## src/rtl/ws2812pbe_pkg.sv

```systemverilog
// Shared types and constants for the WS2812 pixel bit encoder.
package ws2812pbe_pkg;

  localparam int TickW = 15;
  localparam int ColorW = 24;
  localparam int CfgIdxW = 2;

  // Register indexes of the configuration port
  localparam logic [CfgIdxW-1:0] RegOneHigh  = 2'd0;
  localparam logic [CfgIdxW-1:0] RegOneLow   = 2'd1;
  localparam logic [CfgIdxW-1:0] RegZeroHigh = 2'd2;
  localparam logic [CfgIdxW-1:0] RegZeroLow  = 2'd3;

  // Reset values (WS2812B timing)
  localparam logic [TickW-1:0] OneHighReset  = 15'd16;
  localparam logic [TickW-1:0] OneLowReset   = 15'd9;
  localparam logic [TickW-1:0] ZeroHighReset = 15'd8;
  localparam logic [TickW-1:0] ZeroLowReset  = 15'd17;

  typedef struct packed {
    logic [TickW-1:0] one_high;
    logic [TickW-1:0] one_low;
    logic [TickW-1:0] zero_high;
    logic [TickW-1:0] zero_low;
  } timing_t;

endpackage

```

## src/rtl/ws2812pbe_front.sv

```systemverilog
// Front end: accepts pixels, packs them into the pulse word and stages them.
module ws2812pbe_front #(
  parameter int BITS_PER_PIXEL = 24
) (
  input  logic                      clk,
  input  logic                      rst,
  input  logic                      in_valid,
  output logic                      in_ready,
  input  logic [7:0]                red,
  input  logic [7:0]                green,
  input  logic [7:0]                blue,
  input  logic                      last_pixel,
  output logic                      q_valid,
  input  logic                      q_ready,
  output logic [BITS_PER_PIXEL:0]   q_data
);
  import ws2812pbe_pkg::*;

  localparam int WideW = (BITS_PER_PIXEL > ColorW) ? BITS_PER_PIXEL : ColorW;

  logic [ColorW-1:0]         color;
  logic [WideW-1:0]          color_wide;
  logic [BITS_PER_PIXEL-1:0] word;
  logic                      stage_valid;
  logic [BITS_PER_PIXEL:0]   stage_data;

  // Pack red-green-blue; extra leading bits are zero, a short word drops top bits
  assign color      = {red, green, blue};
  assign color_wide = WideW'(color);
  assign word       = color_wide[BITS_PER_PIXEL-1:0];

  assign in_ready = !stage_valid || q_ready;
  assign q_valid  = stage_valid;
  assign q_data   = stage_data;

  // Staging register: {last mark, pulse word}
  always_ff @(posedge clk) begin
    if (rst) begin
      stage_valid <= 1'b0;
    end else if (in_ready) begin
      stage_valid <= in_valid;
    end
    if (in_valid && in_ready) begin
      stage_data <= {last_pixel, word};
    end
  end

endmodule

```

## src/rtl/ws2812pbe_queue.sv

```systemverilog
// Two-entry queue between the front end and the pulse generator.
module ws2812pbe_queue #(
  parameter int WIDTH = 25
) (
  input  logic             clk,
  input  logic             rst,
  input  logic             wr_valid,
  output logic             wr_ready,
  input  logic [WIDTH-1:0] wr_data,
  output logic             rd_valid,
  input  logic             rd_ready,
  output logic [WIDTH-1:0] rd_data
);

  logic [WIDTH-1:0] entry [2];
  logic             wr_ptr;
  logic             rd_ptr;
  logic [1:0]       count;
  logic             push;
  logic             pop;

  assign wr_ready = (count != 2'd2);
  assign rd_valid = (count != 2'd0);
  assign rd_data  = entry[rd_ptr];
  assign push     = wr_valid && wr_ready;
  assign pop      = rd_valid && rd_ready;

  // Pointers and fill count
  always_ff @(posedge clk) begin
    if (rst) begin
      wr_ptr <= 1'b0;
      rd_ptr <= 1'b0;
      count  <= 2'd0;
    end else begin
      if (push) wr_ptr <= ~wr_ptr;
      if (pop)  rd_ptr <= ~rd_ptr;
      count <= count + {1'b0, push} - {1'b0, pop};
    end
  end

  // Storage
  always_ff @(posedge clk) begin
    if (push) begin
      entry[wr_ptr] <= wr_data;
    end
  end

endmodule

```

## src/rtl/ws2812pbe_back.sv

```systemverilog
// Back end: shifts each pixel word out as one timed pulse item per cycle while the output is taken.
module ws2812pbe_back #(
  parameter int BITS_PER_PIXEL = 24
) (
  input  logic                          clk,
  input  logic                          rst,
  input  ws2812pbe_pkg::timing_t        timing,
  input  logic                          q_valid,
  output logic                          q_ready,
  input  logic [BITS_PER_PIXEL:0]       q_data,
  output logic                          out_valid,
  input  logic                          out_ready,
  output logic [ws2812pbe_pkg::TickW-1:0] mark_ticks,
  output logic [ws2812pbe_pkg::TickW-1:0] space_ticks,
  output logic                          data_bit,
  output logic                          pixel_done,
  output logic                          frame_done
);
  import ws2812pbe_pkg::*;

  localparam int CntW = $clog2(BITS_PER_PIXEL + 1);

  logic                      active;
  logic [BITS_PER_PIXEL-1:0] shreg;
  logic [CntW-1:0]           bits_left;
  logic                      frame_flag;
  logic                      slot_free;
  logic                      emit;
  logic                      final_bit;
  logic                      cur_bit;

  assign slot_free = !out_valid || out_ready;
  assign emit      = slot_free && active;
  assign final_bit = (bits_left == CntW'(1));
  assign cur_bit   = shreg[BITS_PER_PIXEL-1];
  // Next pixel loads as the final pulse of the current one goes out
  assign q_ready   = slot_free && (!active || final_bit);

  // Shifter and bit counter
  always_ff @(posedge clk) begin
    if (rst) begin
      active    <= 1'b0;
      bits_left <= '0;
    end else if (q_valid && q_ready) begin
      active    <= 1'b1;
      bits_left <= CntW'(BITS_PER_PIXEL);
    end else if (emit) begin
      active    <= !final_bit;
      bits_left <= bits_left - CntW'(1);
    end
    if (q_valid && q_ready) begin
      shreg      <= q_data[BITS_PER_PIXEL-1:0];
      frame_flag <= q_data[BITS_PER_PIXEL];
    end else if (emit) begin
      shreg <= {shreg[BITS_PER_PIXEL-2:0], 1'b0};
    end
  end

  // Output register
  always_ff @(posedge clk) begin
    if (rst) begin
      out_valid <= 1'b0;
    end else if (slot_free) begin
      out_valid <= active;
    end
    if (emit) begin
      mark_ticks  <= cur_bit ? timing.one_high : timing.zero_high;
      space_ticks <= cur_bit ? timing.one_low  : timing.zero_low;
      data_bit    <= cur_bit;
      pixel_done  <= final_bit;
      frame_done  <= final_bit && frame_flag;
    end
  end

endmodule

```

## src/rtl/ws2812_pixel_bit_encoder.sv

```systemverilog
// Top level of the WS2812 pixel bit encoder: timing registers and the pipeline.
//
// Each accepted pixel (red, green, blue, last mark) becomes BITS_PER_PIXEL
// pulse items, most significant bit of red<<16|green<<8|blue first, one item
// per clock while the output is taken, so a pixel occupies BITS_PER_PIXEL
// bits (24 by default) of the pulse generator's shifter. Pixels queue in a
// staging register and a two-entry queue, so new pixels are accepted while
// pulses of earlier ones are still going out, and back-to-back pixels stream
// without a gap. Timing registers (index 0..3: one high, one low, zero high,
// zero low) reset to 16/9/8/17 ticks and should be written only while the
// encoder is idle.
module ws2812_pixel_bit_encoder #(
  parameter int BITS_PER_PIXEL = 24
) (
  input  logic                                  clk,
  input  logic                                  rst,
  input  logic                                  cfg_write,
  input  logic [ws2812pbe_pkg::CfgIdxW-1:0]     cfg_index,
  input  logic [ws2812pbe_pkg::TickW-1:0]       cfg_data,
  input  logic                                  in_valid,
  output logic                                  in_ready,
  input  logic [7:0]                            red,
  input  logic [7:0]                            green,
  input  logic [7:0]                            blue,
  input  logic                                  last_pixel,
  output logic                                  out_valid,
  input  logic                                  out_ready,
  output logic [ws2812pbe_pkg::TickW-1:0]       mark_ticks,
  output logic [ws2812pbe_pkg::TickW-1:0]       space_ticks,
  output logic                                  data_bit,
  output logic                                  pixel_done,
  output logic                                  frame_done
);
  import ws2812pbe_pkg::*;

  timing_t                 timing;
  logic                    fq_valid;
  logic                    fq_ready;
  logic [BITS_PER_PIXEL:0] fq_data;
  logic                    qb_valid;
  logic                    qb_ready;
  logic [BITS_PER_PIXEL:0] qb_data;

  // Timing registers
  always_ff @(posedge clk) begin
    if (rst) begin
      timing.one_high  <= OneHighReset;
      timing.one_low   <= OneLowReset;
      timing.zero_high <= ZeroHighReset;
      timing.zero_low  <= ZeroLowReset;
    end else if (cfg_write) begin
      case (cfg_index)
        RegOneHigh:  timing.one_high  <= cfg_data;
        RegOneLow:   timing.one_low   <= cfg_data;
        RegZeroHigh: timing.zero_high <= cfg_data;
        RegZeroLow:  timing.zero_low  <= cfg_data;
        default: ;
      endcase
    end
  end

  ws2812pbe_front #(
    .BITS_PER_PIXEL(BITS_PER_PIXEL)
  ) u_front (
    .clk        (clk),
    .rst        (rst),
    .in_valid   (in_valid),
    .in_ready   (in_ready),
    .red        (red),
    .green      (green),
    .blue       (blue),
    .last_pixel (last_pixel),
    .q_valid    (fq_valid),
    .q_ready    (fq_ready),
    .q_data     (fq_data)
  );

  ws2812pbe_queue #(
    .WIDTH(BITS_PER_PIXEL + 1)
  ) u_queue (
    .clk      (clk),
    .rst      (rst),
    .wr_valid (fq_valid),
    .wr_ready (fq_ready),
    .wr_data  (fq_data),
    .rd_valid (qb_valid),
    .rd_ready (qb_ready),
    .rd_data  (qb_data)
  );

  ws2812pbe_back #(
    .BITS_PER_PIXEL(BITS_PER_PIXEL)
  ) u_back (
    .clk         (clk),
    .rst         (rst),
    .timing      (timing),
    .q_valid     (qb_valid),
    .q_ready     (qb_ready),
    .q_data      (qb_data),
    .out_valid   (out_valid),
    .out_ready   (out_ready),
    .mark_ticks  (mark_ticks),
    .space_ticks (space_ticks),
    .data_bit    (data_bit),
    .pixel_done  (pixel_done),
    .frame_done  (frame_done)
  );

endmodule

```

## config.mk

```make
export PLATFORM = sky130hd
export DESIGN_NAME = ws2812_pixel_bit_encoder
export DESIGN_NICKNAME = d
export VERILOG_FILES = /design/src/rtl/ws2812pbe_pkg.sv /design/src/rtl/ws2812pbe_front.sv /design/src/rtl/ws2812pbe_queue.sv /design/src/rtl/ws2812pbe_back.sv /design/src/rtl/ws2812_pixel_bit_encoder.sv
export SDC_FILE = /design/constraint.sdc
export NUM_CORES = 1
export LEC_CHECK = 0
export BUFFER_PORTS_ARGS = -buffer_cell sky130_fd_sc_hd__buf_2
export CAP_MARGIN = 20
export CORE_ASPECT_RATIO = 1.5
export CORE_MARGIN = 2
export CORE_UTILIZATION = 50
export CTS_BUF_LIST = sky130_fd_sc_hd__clkbuf_8
export DETAILED_ROUTE_END_ITERATION = 10
export GPL_ROUTABILITY_DRIVEN = 0
export GPL_TIMING_DRIVEN = 0
export PLACE_DENSITY = 0.76
export SYNTH_ARGS = -nofsm -noshare
export SYNTH_HDL_FRONTEND = slang
export SYNTH_SLANG_ARGS = --single-unit
```

## constraint.sdc

```tcl
create_clock -name clk -period 3.34 [get_ports clk]
set_input_delay 0.668 -clock clk [delete_from_list [all_inputs] [get_ports clk]]
set_output_delay 0.668 -clock clk [all_outputs]
set_load 0.05 [all_outputs]
```

# Word-level counts from Yosys, hierarchy flattened
# Memories as Yosys holds them, arrays and structs flattened. A register that Yosys moved wholly into a read port is not among the register bits.
# Index checks and enable logic that the tools add are counted.
# totals
register_bits	155
latch_bits	0
mem_bits_rw	50
romBits	0
inputBits	47
output_inout_bits	35
wordCells	64
memories	1
# memory_table
memory	depth	width	rd	rd_ports_with_merged_regs	wr	line_no	source
u_queue.entry	2	25	1	1	1	ws2812pbe_queue.sv:15	logic [WIDTH-1:0] entry [2];
# classes
n_addsub	3
mul	0
div_mod_pow	0
order_cmp	0
eq_ne	5
n_shift	0
muxes	12
n_bitwise	2
n_reduce_logical	21
# op_table
operator	n
24-bit two-way mux	2
15-bit two-way mux	2
5-bit two-way mux	2
2-bit AND reduction	4
1-bit logical AND	6
1-bit two-way mux	6
5-bit by 1-bit == test with 1-bit output (second input constant)	1
5-bit by 1-bit subtractor with 5-bit output (second input constant)	1
2-bit == test (second input constant)	2
1-bit zero test	4
2-bit nonzero test	2
1-bit logical OR	3
2-bit by 1-bit adder with 2-bit output	1
2-bit by 1-bit == test with 1-bit output (second input constant)	1
2-bit zero test	1
2-bit != test (second input constant)	1
1-bit NOT	2
2-bit OR reduction	1
2-bit by 1-bit subtractor with 2-bit output	1

# Longest topological paths before layout
# Gate-level depths: netlist (run 1).
# logic_depth
depth_word	6
mapped_depth	10

# Modules after synthesis
# Synthesis (run 1) repeated with hierarchy kept, for this count alone.
# unflattened
hier_cells	515
area_unflattened_um2	8176.6
# modules_own_cells
mod	instances	cells_per_inst	area_each_um2	seq_area_each_um2
ws2812pbe_back	1	165	2851.5	1881.8
ws2812_pixel_bit_encoder	1	218	2389.8	1201.2
ws2812pbe_queue	1	102	2129.5	1601.5
ws2812pbe_front	1	30	805.8	770.7

# Worst setup path before layout (run 1)
# Ideal clock, no wire load.
# synth_path
kind	reg-to-reg
startpoint	register u_back.out_valid
endpoint	register u_queue.count[1]
setup_time_ns	0.070
arrival_ns	2.243
required_time_ns	3.270
path_slack_ns	1.027
path_stages_with_launch	10
period_less_slack_ns	2.313
cell_sequence	dfxtp_1 -> or2b_2 -> o21ai_0 -> a21o_4 -> inv_8 -> buf_8 -> xor2_2 -> ha_1 -> or3_1 -> a21oi_1
# synth_via
elab_chain_len	5
# synth_rtl
item	line_no	source
start: declaration	ws2812pbe_back.sv:11	output logic out_valid,
start signal: assignment	ws2812pbe_back.sv:64	out_valid <= active;
1-bit zero test	ws2812pbe_back.sv:32	assign slot_free = !out_valid || out_ready;
1-bit logical OR	ws2812pbe_back.sv:32	
1-bit logical AND	ws2812pbe_back.sv:37	assign q_ready = slot_free && (!active || final_bit);
1-bit logical AND	ws2812pbe_queue.sv:26	assign pop = rd_valid && rd_ready;
2-bit by 1-bit subtractor with 2-bit output	ws2812pbe_queue.sv:37	count <= count + {1'b0, push} - {1'b0, pop};
end signal: assignment	ws2812pbe_queue.sv:37	
end: declaration	ws2812pbe_queue.sv:18	logic [1:0] count;
# No other way between the ends.
# A chain may end at the register's enable or synchronous reset.

# Final worst setup path (run 1)
# layout_path
startpoint	register u_back.bits_left[0]
endpoint	register u_queue.count[1]
# layout_via
elab_chain_len	5
# layout_rtl
item	line_no	source
start: declaration	ws2812pbe_back.sv:25	logic [CntW-1:0] bits_left;
start signal: assignment	ws2812pbe_back.sv:46	bits_left <= CntW'(BITS_PER_PIXEL);
start signal: assignment	ws2812pbe_back.sv:49	bits_left <= bits_left - CntW'(1);
5-bit by 1-bit == test with 1-bit output	ws2812pbe_back.sv:34	assign final_bit = (bits_left == CntW'(1));
1-bit logical OR	ws2812pbe_back.sv:37	
1-bit logical AND	ws2812pbe_back.sv:37	
1-bit logical AND	ws2812pbe_queue.sv:26	
2-bit by 1-bit subtractor with 2-bit output	ws2812pbe_queue.sv:37	
# No other way between the ends.

==> results of run 1 <==
## routing by layer
layer / wire length [µm] / vias to the layer above / track usage
li1: - / 2292 / -
met1: 5240 / 2260 / 0.180
met2: 7990 / 145 / 0.344
met3: 689 / 40 / 0.0272
met4: 488 / 0 / 0.0902
met5: 0 / - / 0
## cells by family after synthesis
logic type               count (synthesis)  synth area share
multiplexers                            55            0.0765
buffers and inverters                   40            0.0275
XOR/XNOR                                 7           0.00893
flip-flops                             206             0.708
AND/OR/NAND/NOR                        187             0.103
AO/OA/AOI/OAI                           88            0.0705
adder cells (fa/ha/maj)                  3           0.00487
## area by class of cell
cell class | instances | area [µm²] | area share
Timing Repair Buffer | 84 | 485 | 0.0538
Clock buffer | 29 | 399 | 0.0442
Multi-Input combinational cell | 340 | 2040 | 0.226
Inverter | 8 | 37.5 | 0.00416
Clock inverter | 24 | 185 | 0.0205
Buffer | 32 | 174 | 0.0193
Sequential cell | 206 | 5460 | 0.605
Tap cell | 199 | 249 | 0.0276
## registers in the layout, indices dropped and copies added, names as in the netlist, 2 cells and up, named ones only
| name | cells |
|---|---|
| u_queue.entry | 50 |
| u_back.bits_left | 5 |
| u_front.q_data | 25 |
| timing | 60 |
| u_back.mark_ticks | 15 |
| u_back.shreg | 24 |
| u_back.space_ticks | 15 |
| u_queue.count | 2 |
## stage by stage
stage	cells	setup WS, ns	area, µm²	utilization
2_1_floorplan	586	1.03	7700	-
3_3_place_gp	865	0.702	8350	0.554
3_5_place_dp	866	0.757	8370	0.555
4_1_cts	919	0.937	8950	0.594
5_1_grt	922	0.812	9020	0.599
6_report	922	0.952	9020	0.599
## Yosys cell counts (all sizes together) (2+ instances only)
| cell | instances |
|---|---|
| a21oi | 82 |
| nor2 | 34 |
| inv | 8 |
| xnor2 | 2 |
| nor2b | 2 |
| mux2 | 31 |
| or2 | 2 |
| nor3 | 3 |
| dfxtp | 73 |
| nand3 | 3 |
| mux2i | 24 |
| xor2 | 5 |
| nand2 | 125 |
| clkbuf | 26 |
| nand3b | 7 |
| edfxtp | 133 |
| buf | 6 |
| ha | 3 |
| and3 | 2 |
| o21ai | 3 |
| and2 | 2 |
## critical path, stage by stage (launching register included)
cell and delay, ns:
dfxtp_1 0.41, ha_1 0.17, or4b_4 0.49, a21o_4 0.28, inv_8 0.09, buf_8 0.14, xor2_2 0.06, ha_1 0.19
or3_1 0.35, a21oi_1 0.15
## worst paths after layout
kind,startpoint,slack [ns],cells past startpoint,endpoint
setup reg to reg,u_back.bits_left[0],0.95,9,u_queue.count[1]
setup / recovery,u_back.bits_left[0],0.95,9,u_queue.count[1]
hold / removal,green[5],0.29,1,u_front.q_data[13]
hold reg to reg,u_front.q_data[0],0.44,0,u_queue.entry[0][0]
## report_power, final
| group | switching (µW) | internal [µW] | leakage, µW |
|---|---|---|---|
| Clock | 890 | 1050 | 0.000324 |
| Sequential | 157 | 3320 | 0.00185 |
| Combinational | 1360 | 713 | 0.00112 |
| Total | 2400 | 5080 | 0.00329 |
==> results.txt, run 1 <==
The flow ran to the end, and the final reports show no timing, DRC or antenna violations. The total detailed-routing wirelength was 14400 µm. For this design, the CTS-stage hold fixing added 0 buffers.

The number of gates resized after CTS was 0. The share of the synthesized area in the top cell type was 0.519; the distinct cell type count of the synthesized netlist was 40. The final layout contains 751 nets. Nature of the critical path endpoint: a register. The most used flip-flop cell after synthesis is edfxtp_1. CTS saw 206 sinks.

The tools report the number of H-tree branching levels as 1. For the portion of the post-synthesis area used by sequential elements, the log shows 0.708. The all-layer global routing usage is 0.177. Critical path start-end classification: reg2reg.

The number of buffers on the longest clock path came out at 3. The share of synthesized registers carrying an async set or reset was 0; the number of buffers added by the clock tree synthesis step was 29. Worst-margin pin slew: 0.835 ns. For the number of cells produced by synthesis, the log shows 586.

In this run the worst path has a maximum fanout of 10. Library cell with the largest summed area after synthesis: edfxtp_1. For the initial antenna violation count, the log shows 0. Starting utilization of the core area: 0.511. The die is 156 µm tall. The clock-pin slew on the worst setup and hold paths is 0.06 ns, and the setup clock skew after layout is 0.0255 ns. The Yosys warning count came out at 0.

Dividing the detail-routed via count by the number of cells gives 5.14. The total count of max-transition violations in the final report was 0. Setup repair after global routing left no endpoint under its margin.

Share of cells above drive strength 1: 0.277. The floorplan has 55 rows. For the number of buffers inserted by post-CTS setup repair, the log shows 0. Dividing total power by cell area gives a power density of 830 nW/µm². The average instance area after synthesis works out to 13.1 µm².

The detailed-route wire length per cell was 15.6 µm; the final setup violation count was 0. The number of nets in the synthesized netlist is 636. The area growth from synthesis to layout is 17.2%. The analysis attributes to cell leakage a power of 0.00329 µW. Max-cap violations in this run came to 0.

The floorplan step defined a die boundary enclosing 16400 µm². 0 antenna diodes ended up in the layout. The run gives 7700 µm² as the total standard cell area after synthesis. Pin placement for this block handled 82 I/O pins. The number of violations reported at the end of detailed-routing iteration 0 was 189; the pin count of the biggest net entering global routing was 37.

Summed over all failing endpoints, the final setup total negative slack is 0 ns. The tools report the number of endpoints with negative hold slack in the final report as 0. In this run the clock root is driven by a clkbuf_8. The overflow left after global routing came out at 0. In this run the worst hold path is classified as in2reg. The synthesized flop and latch total was 206. After legalization and detailed placement, the total HPWL measured 9830 µm. TritonCTS built the clock tree. In this run the standard cell core region covers 15100 µm². The latest clock arrival within the worst-skew pair is 0.56 ns, and the total via count in the routed design is 4737. The number of enable flip-flop cells after synthesis is 133, and the peak supply drop is 0.386 mV. The pre-antenna-repair detailed-routing pass consisted of 4 iterations.

The number of port buffers works out to 80. Counting the fill cells in the layout gives 1187. The library cell used most frequently in the layout, excluding fill and tap cells, is edfxtp_1. The detail route stage leaves a number of antenna-violating nets equal to 0. For the worst slew margin relative to its limit, the log shows 0.443. For the critical path required time, the log shows 3.83 ns. For the worst setup path, the data arrival time is 2.87 ns. On the final layout, the worst hold slack is 0.286 ns.

The tools report the final routed DRC violation total as 0. For the first-pass GRT wire length, the log shows 23200 µm. The clock period could shrink to 2.39 ns. The worst setup path is launched from a register. Based on the critical path, the design can be clocked at up to 0.419 GHz. In the layout the commonest cells are 133 x edfxtp_1, 125 x nand2_1, 82 x buf_2.

The design draws 7490 µW. From left edge to right edge, the die measures 105 µm. After synthesis, the cell types taking the most area are edfxtp_1 52%, dfxtp_1 19%, nand2_1 6.1%. The run gives 4952 as the number of global-route vias before repair. The final period utilization was 0.715.
Note: power is estimated with default switching activity, not from simulation.
==> run 2: changes to the inputs <==
clock period = 2.35 ns   (was 3.34 ns; I/O delays follow)
==> run 2 against run 1 <==
First-iteration DRC count shrank 6.9%. Via count down 0.27%. Register-to-register slack worse by 0.84 ns. Critical endpoint unchanged. Clock skew rose by 0.0048 ns. Flip-flop and latch count unchanged. Largest cell class unchanged. Critical path type unchanged. Power grew 42%.
==> results.txt, run 2 (synthesized netlist as in run 1, its figures left out) <==
The flow ran to the end, and the final reports show no timing, DRC or antenna violations. At the pin with the least slew margin, the transition time is 0.843 ns. The hold buffer count at cts was 0. For this block, the via count after detailed routing is 4724. The logs give 0 for the number of antenna repair diodes and 8370 µm² for the placed instance area. timing holds more flip-flops than any other register.

The vertical die dimension works out to 156 µm. Detailed placement finished with a half-perimeter wire length of 9830 µm. The capture instance of the worst register-to-register path was u_queue.count[1]. In the routed design, unresolved DRC markers number 0. The setup path with the least slack is of type reg2reg. Leaving out fill and tap cells, the most frequent cell in the layout is edfxtp_1. The number of endpoints with negative hold slack in the final report is 0.

The detailed router put a total of 5320 µm of wire on met1. The detail route stage leaves a number of antenna-violating nets equal to 0. The critical path ends at u_queue.count[1].

Number of buffers on the longest clock path: 3. Classification of the worst-slack hold path: in2reg. The logs give 705 µm for the detailed-routed wire length on met3 and 0.437 for the worst slew margin relative to its limit. In this run the tool buffered the top-level ports with 80 buffer cells. STA classifies the critical path endpoint as a register.

The total detailed-routing wirelength is 14500 µm, and the sum of negative setup slack is 0 ns. Summed over all nets, wire length on met2 after detailed routing comes to 7960 µm. Hold timing on the final database bottoms out at a slack of 0.0865 ns.

The number of violations reported at the end of detailed-routing iteration 0 is 176. The top cell types in the final layout, fill and taps aside, are 133 x edfxtp_1, 125 x nand2_1, 82 x buf_2. The critical path required time was 2.84 ns; the pin count of the biggest net entering global routing was 37. The clock drives 206 sinks. After floorplanning, the core was divided into 55 placement rows. The logs give 0.11 ns for the worst setup slack for register-to-register paths and 0 for the total count of max-transition violations in the final report. The total of fill cells in the finished design is 1187.

In this run the critical register-to-register path is launched from u_back.bits_left[1]. Clock tree synthesis inserted a total of 29 buffers. In this run the top signal layer used is met4. Post-layout net count: 751. After clock tree synthesis, the clock-pin slew on the worst setup and hold paths is 0.06 ns. The share of cells above drive strength 1 came out at 0.279. The number of flip-flops under the largest register name came out at 60. The worst setup path is launched from a register.

The area growth from synthesis to layout is 17.2%. The tools report the root cell of the clock tree as clkbuf_8. After layout, the minimum clock period comes to 2.24 ns.

Across all setup checks in the final design, the least slack found is 0.109 ns. Power density normalized to cell area: 1180 nW/µm². For the worst flop-to-flop path, the logic depth is 9.

Based on the critical path, the design can be clocked at up to 0.446 GHz. The detailed-router iteration count before antenna repair was 4; the number of global-route vias before repair was 4957. The first global-routing pass estimated 23200 µm of wire. The final period utilization was 0.954; the worst setup slack before clock tree synthesis was -0.0469 ns.

The core area is 15100 µm². Maximum fanout encountered on the critical timing path: 16. The mean number of vias per cell was 5.12. The initial antenna violation count is 0, and the setup clock skew after layout is 0.0302 ns. Pin placement for this block handled 82 I/O pins. The width of the die was 105 µm; the leakage power summed over all cells was 0.00329 µW.

The logs give 0 for the max-cap check violation count and 0.550 mV for the peak supply drop. Setup repair after global routing left no endpoint under its margin. TritonCTS built the clock tree. The area of the die came out at 16400 µm². In the final routed layout, each cell accounts on average for 15.7 µm. The final setup violation count came out at 0. All-layer global routing usage: 0.177. The critical path starts at u_back.bits_left[1]. The run gives 0 as the overflow left after global routing.

The arrival time at the worst endpoint is 2.73 ns. The starting utilization of the core area is 0.511, and the latest clock arrival within the worst-skew pair is 0.56 ns. The final standard cell area without fillers was 9030 µm²; the number of H-tree branching levels was 1.
-- run 2: cell types whose count changed in the layout (fill, tap and decap cells not counted) --
| cell | previous run | this run |
|---|---|---|
| a21oi_2 | 23 | 24 |
| dfxtp_1 | 73 | 72 |
| buf_4 | 0 | 1 |
| buf_8 | 4 | 3 |
| inv_8 | 2 | 1 |
| clkinv_8 | 0 | 1 |
| a21oi_1 | 59 | 58 |
| dfxtp_2 | 0 | 1 |
-- run 2: cell type report --
class                      instances  area [µm²]  share of cell area
buffer                            31         159              0.0176
clock buffer                      29         399              0.0442
clock inverter                    24         185              0.0205
inverter                           8        42.5             0.00471
multi-input combinational        340        2040               0.226
sequential                       206        5460               0.605
tap                              199         249              0.0276
timing repair buffer              85         493              0.0546
-- run 2: worst max-delay path, cell delays in order, from the launching register on --
cell      delay (ns)
dfxtp_1         0.32
inv_1           0.08
ha_1            0.14
or4b_4          0.49
a21o_4          0.28
clkinv_8        0.10
xor2_2          0.06
ha_1            0.19
or3_1           0.37
a21oi_2         0.14
-- run 2: how the worst min path moves through the flow --
stage	to	startpoint	depth (start not counted)
2_1_floorplan	u_queue.entry[0][0]	u_front.q_data[0]	0
3_3_place_gp	u_queue.entry[0][8]	u_front.q_data[8]	0
3_5_place_dp	u_queue.entry[0][11]	u_front.q_data[11]	0
4_1_cts	u_front.q_data[13]	green[5]	1
5_1_grt	u_front.q_data[7]	blue[7]	1
6_report	u_front.q_data[13]	green[5]	1
-- run 2: timing repair --
| action | in CTS | in global routing |
|---|---|---|
| gates resized for setup | 1 | 2 |
| endpoints found under the setup margin | 1 | 1 |
| hold endpoints to repair | 0 | 0 |
| setup buffers | 0 | 1 |
| pin swaps | 1 | 1 |
-- run 2: report_power, final --
part	switching [µW]	total [µW]	internal [µW]	leakage [µW]
Combinational	1930	2930	1000	0.00112
Sequential	225	4940	4720	0.00185
Clock	1270	2760	1490	0.000324
-- run 2: stage by stage --
stage	util	std cells	power (µW)
6_report	0.599	922	10600
5_1_grt	0.599	922	11200
4_1_cts	0.594	919	10700
3_5_place_dp	0.555	866	7930
3_3_place_gp	0.554	865	7830
2_1_floorplan	-	586	7250
-- run 2: metal layers --
metal  track usage  vias to the layer above
li1              -                     2289
met1         0.179                     2248
met2         0.344                      149
met3        0.0272                       38
met4        0.0902                        0
met5             0                        -
==> run 3: changes to the inputs <==
RECOVER_POWER = 25   (was not set)
==> run 3 against run 2 <==
Hold slack barely moved. Sequential share of layout area is essentially flat. Core utilization hardly changed. Design area hardly changed. Count of clock-buffer cells in the layout did not move. Non-clock buffer count unchanged. Flip-flop and latch count stayed put. Cell count is the same. Clock skew up 0.00097 ns. Clock power is essentially flat. Critical endpoint unchanged. Highest routed layer unchanged.
==> results.txt, run 3 (synthesized netlist as in run 1, its figures left out) <==
The clock passes through at most 3 buffers. The worst-margin pin slew was 0.843 ns; the clock sink count was 206. The least setup slack across all paths after layout was 0.109 ns; the vertical die dimension was 156 µm.

The floorplan step defined a die boundary enclosing 16400 µm². After detailed routing, the number of vias per cell comes to 5.12. The first-pass GRT wire length came out at 23200 µm. The final routed DRC violation total is 0, and the detailed-route wire length per cell is 15.7 µm. The classification of the worst-slack hold path was in2reg.

The max-cap check violation count was 0; the number of violations reported at the end of detailed-routing iteration 0 was 175. Largest incremental delay on the critical path: 0.49 ns. The overflow left after global routing came out at 0. The routed layout has 4720 vias. The most numerous cell on the critical path was ha_1. The number of antenna repair diodes came out at 0.

Fill cells in the final layout number 1188. The critical path goes through inv_1 -> ha_1 -> or4b_4 -> a21o_4 -> clkinv_8 -> xor2_2 -> ha_1 -> or3_1 -> a21oi_2. The run finished with clean final reports. The largest register by flop count was timing. Leaving out fill and tap cells, the most frequent cells in the layout are 133 x edfxtp_1, 125 x nand2_1, 81 x buf_2. On the critical path, the stage with the largest delay is an instance of or4b_4. The tools report the startpoint type of the worst setup path as a register.

From left edge to right edge, the die measures 105 µm. The signed area change from the synthesized netlist to the final layout was 17.2%. For the setup clock skew after layout, the log shows 0.0312 ns. The maximum clock frequency is 0.446 GHz, and the post-route total power is 10600 µW. The tree is rooted in a clkbuf_8. The worst setup path is captured at a register. The post-layout net count is 751, and the boundary pin count is 82. TritonCTS built the clock tree. The arrival time at the worst endpoint is 2.73 ns. The logs give 1 for the number of H-tree branching levels and 4957 for the number of global-route vias before repair.

The run gives 0 as the initial antenna violation count. Setup repair after global routing left no endpoint under its margin. For the detailed-router iteration count before antenna repair, the log shows 4. In this run the tool buffered the top-level ports with 80 buffer cells. The worst setup path is of the reg2reg kind.

The tools report the pin count of the biggest net entering global routing as 37. The final period utilization was 0.954; the final standard cell area without fillers was 9020 µm². The number of endpoints with negative hold slack in the final report is 0. The shortest period the worst path allows was 2.24 ns; the HPWL after detailed placement was 9830 µm. The total detailed-routing wirelength was 14500 µm.

The run gives 0 as the final setup violation count. The logs give 0.00329 µW for the leakage power summed over all cells and 55 for the standard-cell row count. The tools report the worst slew margin relative to its limit as 0.437. The antenna violation net count after detailed routing was 0; the placed instance area was 8370 µm². The clock-pin slew on the worst setup and hold paths was 0.06 ns. The tools report the utilization of the core after routing as 0.599. The library cell used most frequently in the layout, excluding fill and tap cells, is edfxtp_1. The number of flip-flops under the largest register name came out at 60. The number of clock buffers added by TritonCTS is 29. The worst-case IR drop observed on VDD is 0.549 mV. The share of cells above drive strength 1 is 0.278, and the power density normalized to cell area is 1180 nW/µm². The starting utilization of the core area is 0.511, and the total count of max-transition violations in the final report is 0. The all-layer global routing usage was 0.177. Data on the critical path is required at its endpoint by 2.84 ns. The logs give -0.0469 ns for the worst setup slack before clock tree synthesis and 0 for the hold buffer count at cts. Final hold analysis gives a worst-case slack of 0.0862 ns. Along the worst path, the maximum fanout reaches 16. Clock latency on the worst-skew pair, taken at its later pin, is 0.56 ns.

For the core area, the log shows 15100 µm².
run 3: worst paths after layout:
check,start,to,slack [ns],depth (start not counted)
min reg2reg,u_front.q_data[11],u_queue.entry[0][11],0.44,0
max reg2reg,u_back.bits_left[1],u_queue.count[1],0.11,9
min,green[5],u_front.q_data[13],0.09,1
max,u_back.bits_left[1],u_queue.count[1],0.11,9
run 3: final cells by class:
cell class,count,area (µm²),area share
clock buffers,29,399,0.0442
plain buffers,31,159,0.0176
multi-input cells,340,2040,0.226
flip-flops and latches,206,5460,0.605
inverters,8,42.5,0.00471
well taps,199,249,0.0276
repair buffers,85,492,0.0545
clock inverters,24,185,0.0205
run 3: metal layers:
metal | share of wire | global-route usage | wire length, µm | vias to the layer above
met5 | 0 | 0 | 0 | -
met4 | 0.031 | 0.0902 | 454 | 0
met3 | 0.048 | 0.0272 | 694 | 36
met2 | 0.55 | 0.344 | 7980 | 151
met1 | 0.37 | 0.179 | 5330 | 2243
li1 | - | - | - | 2290
run 3: metrics by stage:
step,cells,setup TNS (ns)
after global routing,922,0
after floorplan,586,0
after CTS,919,0
final,922,0
after global placement,865,-7.22
after detailed placement,866,-0.0469
run 3: where the power goes:
group	switching (µW)	internal, µW	total [µW]
logic	1930	1000	2930
registers	225	4720	4940
clock network	1270	1490	2760
run 3: critical path, delay by kind of cell, from the launching register on:
family / cells / cell delay (ns)
compound gates: 2 / 0.42
xor+xnor: 1 / 0.06
buf+inv: 2 / 0.18
simple gates: 2 / 0.86
flops: 1 / 0.32
fa+ha+maj: 2 / 0.33
run 3: what timing repair did:
action                     in CTS  in global routing
gates resized for setup         1                  2
setup endpoints to repair       1                  1
pin swaps                       1                  1
buffers inserted                0                  1
